**config.mk**
```make
export PLATFORM = sky130hd
export DESIGN_NAME = msp_ctrl
export DESIGN_NICKNAME = d
export VERILOG_FILES = /design/src/hdl/msp_pkg.sv /design/src/hdl/msp_ctrl.sv
export SDC_FILE = /design/constraint.sdc
export NUM_CORES = 1
export LEC_CHECK = 0
export ABC_AREA = 1
export BUFFER_PORTS_ARGS = -buffer_cell sky130_fd_sc_hd__buf_2
export CAP_MARGIN = 5
export CELL_PAD_IN_SITES_DETAIL_PLACEMENT = 0
export CELL_PAD_IN_SITES_GLOBAL_PLACEMENT = 1
export CORE_AREA = 4 4 179 181
export DETAILED_ROUTE_END_ITERATION = 8
export DIE_AREA = 0 0 183 185
export PLACE_DENSITY = 0.91
export SYNTH_ARGS = -nofsm -noshare
export SYNTH_HDL_FRONTEND = slang
export SYNTH_SLANG_ARGS = --single-unit
```
**constraint.sdc**
```tcl
create_clock -name clk -period 4.6 [get_ports clk]
set_clock_uncertainty 0.05 [all_clocks]
set_input_delay 0.69 -clock clk [delete_from_list [all_inputs] [get_ports clk]]
set_output_delay 0.69 -clock clk [all_outputs]
set_load 0.005 [all_outputs]
```
**src/hdl/msp_pkg.sv**
```systemverilog
`timescale 1ns / 1ps
// Shared types and constants for the min stack with pop-to-min.
package msp_pkg;

	localparam int STACK_DEPTH = 1024;
	localparam int ADDR_W      = $clog2(STACK_DEPTH);
	localparam int CNT_W       = $clog2(STACK_DEPTH + 1);
	localparam int DATA_W      = 32;

	localparam logic [1:0] KIND_PUSH    = 2'd0;
	localparam logic [1:0] KIND_POP     = 2'd1;
	localparam logic [1:0] KIND_POP_MIN = 2'd2;

	localparam logic [1:0] ST_DONE  = 2'd0;
	localparam logic [1:0] ST_EMPTY = 2'd1;
	localparam logic [1:0] ST_FULL  = 2'd2;

	typedef struct packed {
		logic [1:0]               kind;
		logic signed [DATA_W-1:0] value;
	} req_beat_t;

	typedef struct packed {
		logic [1:0]               status;
		logic [CNT_W-1:0]         depth;
		logic signed [DATA_W-1:0] top_value;
		logic signed [DATA_W-1:0] min_value;
	} rsp_beat_t;

	typedef struct packed {
		logic [ADDR_W-1:0]        pos;
		logic signed [DATA_W-1:0] value;
	} min_entry_t;

	typedef struct packed {
		logic              v_we;
		logic [ADDR_W-1:0] v_waddr;
		logic [DATA_W-1:0] v_wdata;
		logic              v_re;
		logic [ADDR_W-1:0] v_raddr;
		logic              m_we;
		logic [ADDR_W-1:0] m_waddr;
		min_entry_t        m_wdata;
		logic              m_re;
		logic [ADDR_W-1:0] m_raddr;
	} mem_req_t;

endpackage

```
**src/hdl/msp_ctrl.sv**
```systemverilog
`timescale 1ns / 1ps
// Sequencer: counts, cached top and minimum, memory requests and result register.
module msp_ctrl (
	input  logic                     clk,
	input  logic                     arst_n,
	input  logic                     req_valid,
	output logic                     req_ready,
	input  msp_pkg::req_beat_t       req,
	output logic                     rsp_valid,
	input  logic                     rsp_ready,
	output msp_pkg::rsp_beat_t       rsp,
	output msp_pkg::mem_req_t        mem,
	input  logic [msp_pkg::DATA_W-1:0] v_rdata,
	input  msp_pkg::min_entry_t      m_rdata
);
	import msp_pkg::*;

	typedef enum logic [1:0] {S_IDLE, S_LOAD, S_PUT} state_t;

	state_t                   state_q;
	logic [CNT_W-1:0]         cnt_q;
	logic [CNT_W-1:0]         mcnt_q;
	logic signed [DATA_W-1:0] top_q;
	logic signed [DATA_W-1:0] min_q;
	logic [ADDR_W-1:0]        minpos_q;
	logic [1:0]               status_q;
	logic                     load_min_q;
	logic                     rsp_valid_q;
	rsp_beat_t                rsp_q;

	logic                     accept;
	logic                     load_rsp;
	logic [CNT_W-1:0]         nc;
	logic [CNT_W-1:0]         nmc;
	logic [CNT_W-1:0]         nc_m1;
	logic [CNT_W-1:0]         nmc_m1;
	logic [CNT_W-1:0]         minpos_ext;
	logic [1:0]               nst;
	logic                     push_ok;
	logic                     push_min;
	logic                     load_min;
	logic                     rd;

	assign req_ready  = (state_q == S_IDLE);
	assign accept     = req_valid && req_ready;
	assign load_rsp   = (state_q == S_PUT) && (!rsp_valid_q || rsp_ready);
	assign rsp_valid  = rsp_valid_q;
	assign rsp        = rsp_q;
	assign minpos_ext = CNT_W'(minpos_q);

	always_comb begin
		nc       = cnt_q;
		nmc      = mcnt_q;
		nst      = ST_DONE;
		push_ok  = 1'b0;
		push_min = 1'b0;
		load_min = 1'b0;
		rd       = 1'b0;
		case (req.kind)
			KIND_PUSH: begin
				if (cnt_q == CNT_W'(STACK_DEPTH)) begin
					nst = ST_FULL;
				end else begin
					push_ok = 1'b1;
					nc      = cnt_q + CNT_W'(1);
					if (mcnt_q == '0 || req.value < min_q) begin
						push_min = 1'b1;
						nmc      = mcnt_q + CNT_W'(1);
					end
				end
			end
			KIND_POP: begin
				if (cnt_q == '0) begin
					nst = ST_EMPTY;
				end else begin
					rd = 1'b1;
					nc = cnt_q - CNT_W'(1);
					if (mcnt_q != '0 && minpos_ext >= nc) begin
						nmc      = mcnt_q - CNT_W'(1);
						load_min = 1'b1;
					end
				end
			end
			KIND_POP_MIN: begin
				if (cnt_q == '0 || mcnt_q == '0) begin
					nst = ST_EMPTY;
				end else begin
					rd       = 1'b1;
					nc       = (minpos_ext < cnt_q) ? minpos_ext : cnt_q;
					nmc      = mcnt_q - CNT_W'(1);
					load_min = 1'b1;
				end
			end
			default: begin
			end
		endcase
		nc_m1  = nc - CNT_W'(1);
		nmc_m1 = nmc - CNT_W'(1);

		mem.v_we          = accept && push_ok;
		mem.v_waddr       = cnt_q[ADDR_W-1:0];
		mem.v_wdata       = req.value;
		mem.v_re          = accept && rd;
		mem.v_raddr       = nc_m1[ADDR_W-1:0];
		mem.m_we          = accept && push_min;
		mem.m_waddr       = mcnt_q[ADDR_W-1:0];
		mem.m_wdata.pos   = cnt_q[ADDR_W-1:0];
		mem.m_wdata.value = req.value;
		mem.m_re          = accept && rd;
		mem.m_raddr       = nmc_m1[ADDR_W-1:0];
	end

	always_ff @(posedge clk or negedge arst_n) begin
		if (!arst_n) begin
			state_q     <= S_IDLE;
			cnt_q       <= '0;
			mcnt_q      <= '0;
			top_q       <= '0;
			min_q       <= '0;
			minpos_q    <= '0;
			status_q    <= ST_DONE;
			load_min_q  <= 1'b0;
			rsp_valid_q <= 1'b0;
			rsp_q       <= '0;
		end else begin
			if (load_rsp) begin
				rsp_valid_q <= 1'b1;
			end else if (rsp_ready) begin
				rsp_valid_q <= 1'b0;
			end
			case (state_q)
				S_IDLE: begin
					if (accept) begin
						cnt_q      <= nc;
						mcnt_q     <= nmc;
						status_q   <= nst;
						load_min_q <= load_min;
						if (push_ok) begin
							top_q <= req.value;
						end
						if (push_min) begin
							min_q    <= req.value;
							minpos_q <= cnt_q[ADDR_W-1:0];
						end
						state_q <= rd ? S_LOAD : S_PUT;
					end
				end
				S_LOAD: begin
					top_q <= (cnt_q != '0) ? $signed(v_rdata) : '0;
					if (load_min_q) begin
						if (mcnt_q != '0) begin
							min_q    <= m_rdata.value;
							minpos_q <= m_rdata.pos;
						end else begin
							min_q <= '0;
						end
					end
					state_q <= S_PUT;
				end
				S_PUT: begin
					if (load_rsp) begin
						rsp_q.status    <= status_q;
						rsp_q.depth     <= cnt_q;
						rsp_q.top_value <= top_q;
						rsp_q.min_value <= min_q;
						state_q         <= S_IDLE;
					end
				end
				default: begin
					state_q <= S_IDLE;
				end
			endcase
		end
	end

endmodule

```
==> run_results.csv, run 1 <==
group,metric,value,unit
clocking,cts_made_buffers,17,
global_route,grt_max_degree,122,
cells_and_area,drive_gt1_share,27.99,%
die,die_area,0.03386,sq mm
route,dr.pass1.iters,7,
route,wire_per_inst,17.00,um
synth,yosysWarnings,0,
synth,synth_xor_area_share,2.170,%
cells_and_area,n_antenna_cell,0,
clocking,cts_max_path_buffers,2,
worst_setup_path,critical_path_class,"reg -> out",
synth,yosys.cell_types.count,50,
worst_setup_path,cp.buffers_inverters,3,
die,start_util,38.47,%
synth,synth_compound_area_share,16.58,%
synth,syn_area,0.01171,sq mm
cells_and_area,num-fill-cells,3106,
place,placed_area,0.01299,sq mm
flow_run,drv_cap,0,
worst_setup_path,worstSetupStartpoint,"cnt_q[1]$_DFFE_PN0P_",
clocking,clk_latency,0.44,ns
cells_and_area,design_area,0.01387,sq mm
cells_and_area,synthToLayoutAreaGrowth,18.51,%
route,drtAntennaViolNets,0,
sta,drv_slew,0,
global_route,grt_pass1_vias,10460,
die,io-pin-count,309,
synth,yosys.area.top_type,"dfrtp_1",
worst_setup_path,critical_path_depth,29,
worst_setup_path,max_stage_delay,0.40,ns
worst_setup_path,reg2reg_depth,17,
global_route,grt_overflow,0,
sta,rsz0062_at_grt,"yes",
power,p_per_area,622.0,mW/mm^2
status,outcome,"completed",
route,drc,0,
die,die_width,183,um
power,peakVddDrop,0.4279,mV
sta,fmax,217.9,MHz
cells_and_area,layout.nets,1918,
route,drt-vias-per-instance,5.089,
global_route,grt_usage,20.98,%
worst_setup_path,endpoint,"mem[8]",
route,num_vias,10960,
synth,ys_seq_area_share,38.26,%
worst_setup_path,cp.required,3.86,ns
synth,ys_ff_latch,179,
worst_setup_path,endpoint_kind,"output port",
die,die_height,185,um
place,hpwl,26.68,mm
route,drt-initial-drc-count,635,
clocking,cts.clk_slew.worst_paths,0.08,ns
power,fin_total_pwr,8630,uW
sta,fin_crit_sh,99.76,%
worst_setup_path,reg2reg_slack,1.31,ns
cells_and_area,final_common_cell,"buf_2",
synth,synth.top_cell.area_share,38.26,%
clocking,cts_tree,"built",
worst_setup_path,cp.arrival,3.85,ns
worst_setup_path,crit_slowest_cell,"dfrtp_1",
sta,worst_pin_slew,1.090,ns
place,gp_congestion,0.9712,
worst_setup_path,rr_endpoint,"min_q[19]$_DFFE_PN0P_",
route,wirelength,36.62,mm
synth,synth_top_family_by_area,"simple AND/OR/NAND/NOR gates",
sta,fin_tns_setup,0,ns
global_route,antenna_found_initial,0,
min_path,worst_hold_path_type,"in -> async",
place,io_buffers,308,
clocking,cts_root_buffer,"clkbuf_16",
synth,synthMuxAreaShare,0.09619,%
worst_setup_path,crit_family,"simple AND/OR/NAND/NOR gates",
synth,yosys.area_share.adder,6.520,%
power,p_leak,0.007060,uW
die,rows,64,
cells_and_area,mostFrequentLayoutCells,"buf_2 (307), nand2_1 (268), o21ai_0 (228), dfrtp_1 (174), inv_1 (173)",
sta,finalSetupViolations,0,
clocking,cts_sinks,179,
worst_setup_path,r2r-start,"min_q[5]$_DFFE_PN0P_",
synth,syn_nets,1713,
synth,synth.top_cells.by_area,"dfrtp_1 (38%), o21ai_0 (9.7%), nand2_1 (8.9%)",
synth,syn_inst,1540,
worst_setup_path,cp_max_fo,6,
sta,period_needed,4.589,ns
die,coreArea,0.03043,sq mm
sta,slew_headroom,27.36,%
worst_setup_path,crit_path_start_kind,"flop",
global_route,grt_pass1_wl,56.80,mm
synth,synthSimpleGateAreaFrac,21.25,%
clocking,h-tree-depth,4,
synth,synth_area_per_cell,7.601,sq um
sta,hold_viol,0,
## power by group
part / total [uW] / internal, uW / switching, uW / leakage, uW
sequential: 2750 / 2260 / 487 / 0.00216
clock: 1540 / 835 / 706 / 0.000289
combinational: 4340 / 1710 / 2620 / 0.00461
total: 8630 / 4810 / 3820 / 0.00706
## cell usage after synthesis, drive strengths merged
library cell	instances
a31oi	4
ha	61
inv	196
o211ai	6
xnor2	5
a2bb2oi	1
nand2	297
a211oi	1
nor3	14
dfrtp	179
a221o	1
xor2	24
o21a	3
o21ai	243
a221oi	1
or2	1
buf	110
nor2	98
nand4	18
o22ai	17
clkbuf	56
o221a	1
nor4	2
a21boi	1
mux2	1
a21oi	77
nand3b	1
clkinv	2
o2111ai	5
o21bai	1
nand3	113
## metrics by stage
stage	instances	util [%]	setup WS [ns]	hold WS [ns]
after detailed placement	2106	42.69	0.1088	0.4182
after floorplan	1540	-	0.6555	0.3444
after CTS	2142	44.86	0.003174	0.3765
after global routing	2154	45.59	-0.2348	0.3715
final	2154	45.59	0.01093	0.2906
after global placement	2106	42.69	0.1508	0.4109
## cell families after synthesis
family | after synthesis
and+or+nand+nor | 544
xor gates and xnor gates | 29
buffers and inverters | 364
AOI/OAI and AO/OA | 362
DFF | 179
muxes | 1
adders and majority gates | 61
## registers in the layout (all words and copies together), names as in the netlist, 2 cells and up
register  flops
mcnt_q       11
top_q        32
cnt_q        11
rsp          77
min_q        32
minpos_q     10
state_q       2
status_q      2
## worst min-delay path by stage
stage / from / end / slack [ns]
2_1_floorplan: arst_n / cnt_q[0]$_DFFE_PN0P_ / 0.34
3_3_place_gp: rsp[51]$_DFFE_PN0P_ / rsp[51]$_DFFE_PN0P_ / 0.41
3_5_place_dp: rsp[51]$_DFFE_PN0P_ / rsp[51]$_DFFE_PN0P_ / 0.42
4_1_cts: arst_n / min_q[14]$_DFFE_PN0P_ / 0.38
5_1_grt: arst_n / rsp[14]$_DFFE_PN0P_ / 0.37
6_report: arst_n / rsp[14]$_DFFE_PN0P_ / 0.29
## per-layer routing
| layer | routed length (um) | track usage [%] |
|---|---|---|
| met1 | 16000 | 28.04 |
| met5 | 0 | 0 |
| met3 | 2298 | 3.083 |
| met2 | 17570 | 35.75 |
| met4 | 748 | 5.691 |
## cell type report
type	instances	area, sq um	share of cell area (%)
clock buffers	18	439.2	3.166
clock inverters	14	167.7	1.209
inverters	198	753.2	5.429
multi-input cells	997	5627	40.56
flip-flops and latches	179	4486	32.33
well taps	396	495.5	3.571
repair buffers	352	1906	13.74
## repair_timing
action / 4_1_cts / 5_1_grt
resized for setup: 9 / 34
endpoints found under the setup margin: 5 / 12
setup buffers: 4 / 12
pin swaps: 3 / 22
hold buffers: 0 / 0
gates cloned: 0 / 0
No activity file was read; power rests on OpenSTA's default activity.
==> run 2, diff against run 1 <==
- CORE_AREA: 4 4 179 181 -> 2 2 177 179
- DIE_AREA: 0 0 183 185 -> 0 0 179 181
==> run 2 against run 1 <==
Die area is 4.3% lower. Critical path depth is 3 lower. Maximum frequency is 3.0% higher. Sequential share of layout area is 0.37 points lower. Highest routed layer unchanged. Count of clock-buffer cells in the layout is 2 higher. Combinational power is 5.8% higher. Register-to-register slack better by 0.06 ns.
==> run_results.csv, run 2 (synthesized netlist as in run 1, its figures left out) <==
group,metric,value,unit
route,wire_per_inst,16.93,um
clocking,cts_sinks,179,
global_route,use_met1,28.52,%
worst_setup_path,critical_path_class,"reg -> out",
sta,slew_headroom,27.67,%
global_route,grt.met3_usage,3.641,%
global_route,grt_pass1_vias,10390,
cells_and_area,n_antenna_cell,0,
die,die_height,181,um
place,hpwl,26.58,mm
status,outcome,"completed",
cells_and_area,num-fill-cells,3113,
cells_and_area,seqCellArea,0.004483,sq mm
cells_and_area,synthToLayoutAreaGrowth,19.82,%
sta,fin_tns_setup,0,ns
route,drtAntennaViolNets,0,
worst_setup_path,cp.required,3.86,ns
place,gp_congestion,0.9412,
die,coreArea,0.03035,sq mm
route,drt-vias-per-instance,5.068,
global_route,grt_max_degree,116,
worst_setup_path,cp.arrival,3.71,ns
die,start_util,38.57,%
cells_and_area,final_common_cell,"buf_2",
cells_and_area,mostFrequentLayoutCells,"buf_2 (307), nand2_1 (268), o21ai_0 (228), dfrtp_1 (176), inv_1 (173)",
flow_run,drv_cap,0,
route,dr.pass1.iters,5,
global_route,grt_usage,22.26,%
worst_setup_path,r2r-start,"cnt_q[1]$_DFFE_PN0P_",
route,num_vias,10970,
sta,period_needed,4.455,ns
global_route,antenna_found_initial,0,
cells_and_area,drive_gt1_share,28.62,%
sta,rsz0062_at_grt,"yes",
global_route,gr-max-usage-layer,"met2",
global_route,grt_pass1_wl,56.40,mm
worst_setup_path,reg2reg_slack,1.37,ns
clocking,cts_hold_buf,0,
sta,fin_crit_sh,96.84,%
sta,fmax,224.5,MHz
place,io_buffers,308,
power,p_leak,0.007108,uW
route,drc,0,
worst_setup_path,crit_path_start_kind,"flop",
worst_setup_path,endpoint_kind,"output port",
sta,drv_slew,0,
die,rows,64,
cells_and_area,multi_input_area,0.005728,sq mm
die,io-pin-count,309,
clocking,cts_tree,"built",
min_path,worst_hold_path_type,"in -> async",
die,die_area,0.03240,sq mm
clocking,clk_latency,0.44,ns
worst_setup_path,reg2reg_depth,23,
global_route,grt_overflow,0,
worst_setup_path,worstSetupStartpoint,"cnt_q[1]$_DFFE_PN0P_",
worst_setup_path,rr_endpoint,"mcnt_q[8]$_DFFE_PN0P_",
die,die_width,179,um
cells_and_area,layout.nets,1928,
sta,worst_pin_slew,1.085,ns
sta,hold_viol,0,
worst_setup_path,cp_max_fo,5,
clocking,cts_made_buffers,17,
route,wirelength,36.63,mm
sta,finalSetupViolations,0,
route,drt-initial-drc-count,695,
clocking,cts_max_path_buffers,2,
power,p_per_area,628.9,mW/mm^2
global_route,met2_usage,38.06,%
cells_and_area,largest_register_ffs,77,
clocking,cts.clk_slew.worst_paths,0.07,ns
clocking,h-tree-depth,4,
power,peakVddDrop,0.3658,mV
cells_and_area,fin_util,46.22,%
clocking,cts_root_buffer,"clkbuf_16",
## run 2: cell count changes in the layout (fill, tap and decap cells not counted), moves of 3 or more
cell / change
nand2_4: +3
ha_4: +3
ha_1: -4
nand2_2: -3
buf_6: +4
nand3_1: -3
buf_4: +7
## run 2: how the worst max path moves through the flow
stage | to | slack [ns] | cells after the start
floorplan | mem[8] | 0.66 | 29
global placement | mem[8] | 0.36 | 21
detailed placement | mem[8] | 0.30 | 24
CTS | mem[72] | 0.009 | 18
global route | mem[8] | -0.11 | 27
finish | mem[7] | 0.15 | 26
## run 2: report_power, final
group,internal (uW),switching (uW)
Clock,784,699
Sequential,2260,488
Combinational,1850,2730
Total,4900,3920
## run 2: layout make-up
cell class | instances | share of cell area (%)
sequential | 179 | 31.96
clock inverter | 12 | 0.9367
clock buffer | 20 | 3.185
inverter | 198 | 5.406
multi-input combinational | 997 | 40.84
tap | 396 | 3.533
timing repair buffer | 362 | 14.14
## run 2: through the flow
stage	hold WS (ns)	total power, uW	instances	cell area, sq um	setup WS [ns]
final	0.3278	8821	2164	14030	0.1454
after global routing	0.4078	9603	2164	14030	-0.1108
after CTS	0.3751	8422	2141	13600	0.008560
after detailed placement	0.4173	6887	2109	13000	0.3049
after global placement	0.4107	6799	2109	13000	0.3648
after floorplan	0.3444	5450	1540	11710	0.6555
## run 2: worst max-delay path, stage by stage, from the launching register on
cell	delay, ns
dfrtp_1	0.40
buf_6	0.13
nor2_4	0.08
nand4_1	0.16
xor2_1	0.28
inv_1	0.12
ha_4	0.29
nand2_4	0.05
o21a_1	0.16
nand2_1	0.06
nand2_1	0.07
nand3_2	0.06
nand2_2	0.07
nand2_4	0.10
nand2_4	0.06
nand2_4	0.07
nand2_4	0.07
a21oi_2	0.13
nand2_2	0.08
nand2_2	0.10
buf_4	0.12
nand3_4	0.07
nor2_4	0.21
nand3_2	0.08
nand2_1	0.07
nand2_1	0.05
buf_2	0.12
## run 2: what timing repair did
| item | CTS | global route |
|---|---|---|
| hold endpoints to repair | 0 | 0 |
| endpoints found under the setup margin | 3 | 15 |
| resized for setup | 4 | 57 |
| pin swaps | 2 | 32 |
| buffers inserted | 0 | 23 |
## run 2: layer usage
layer	vias up	routed length [um]	part of all wire (%)
met5	-	0	0
met4	0	852	2.3
met3	52	2292	6.3
met2	375	17850	49
met1	5164	15630	43
li1	5376	-	-
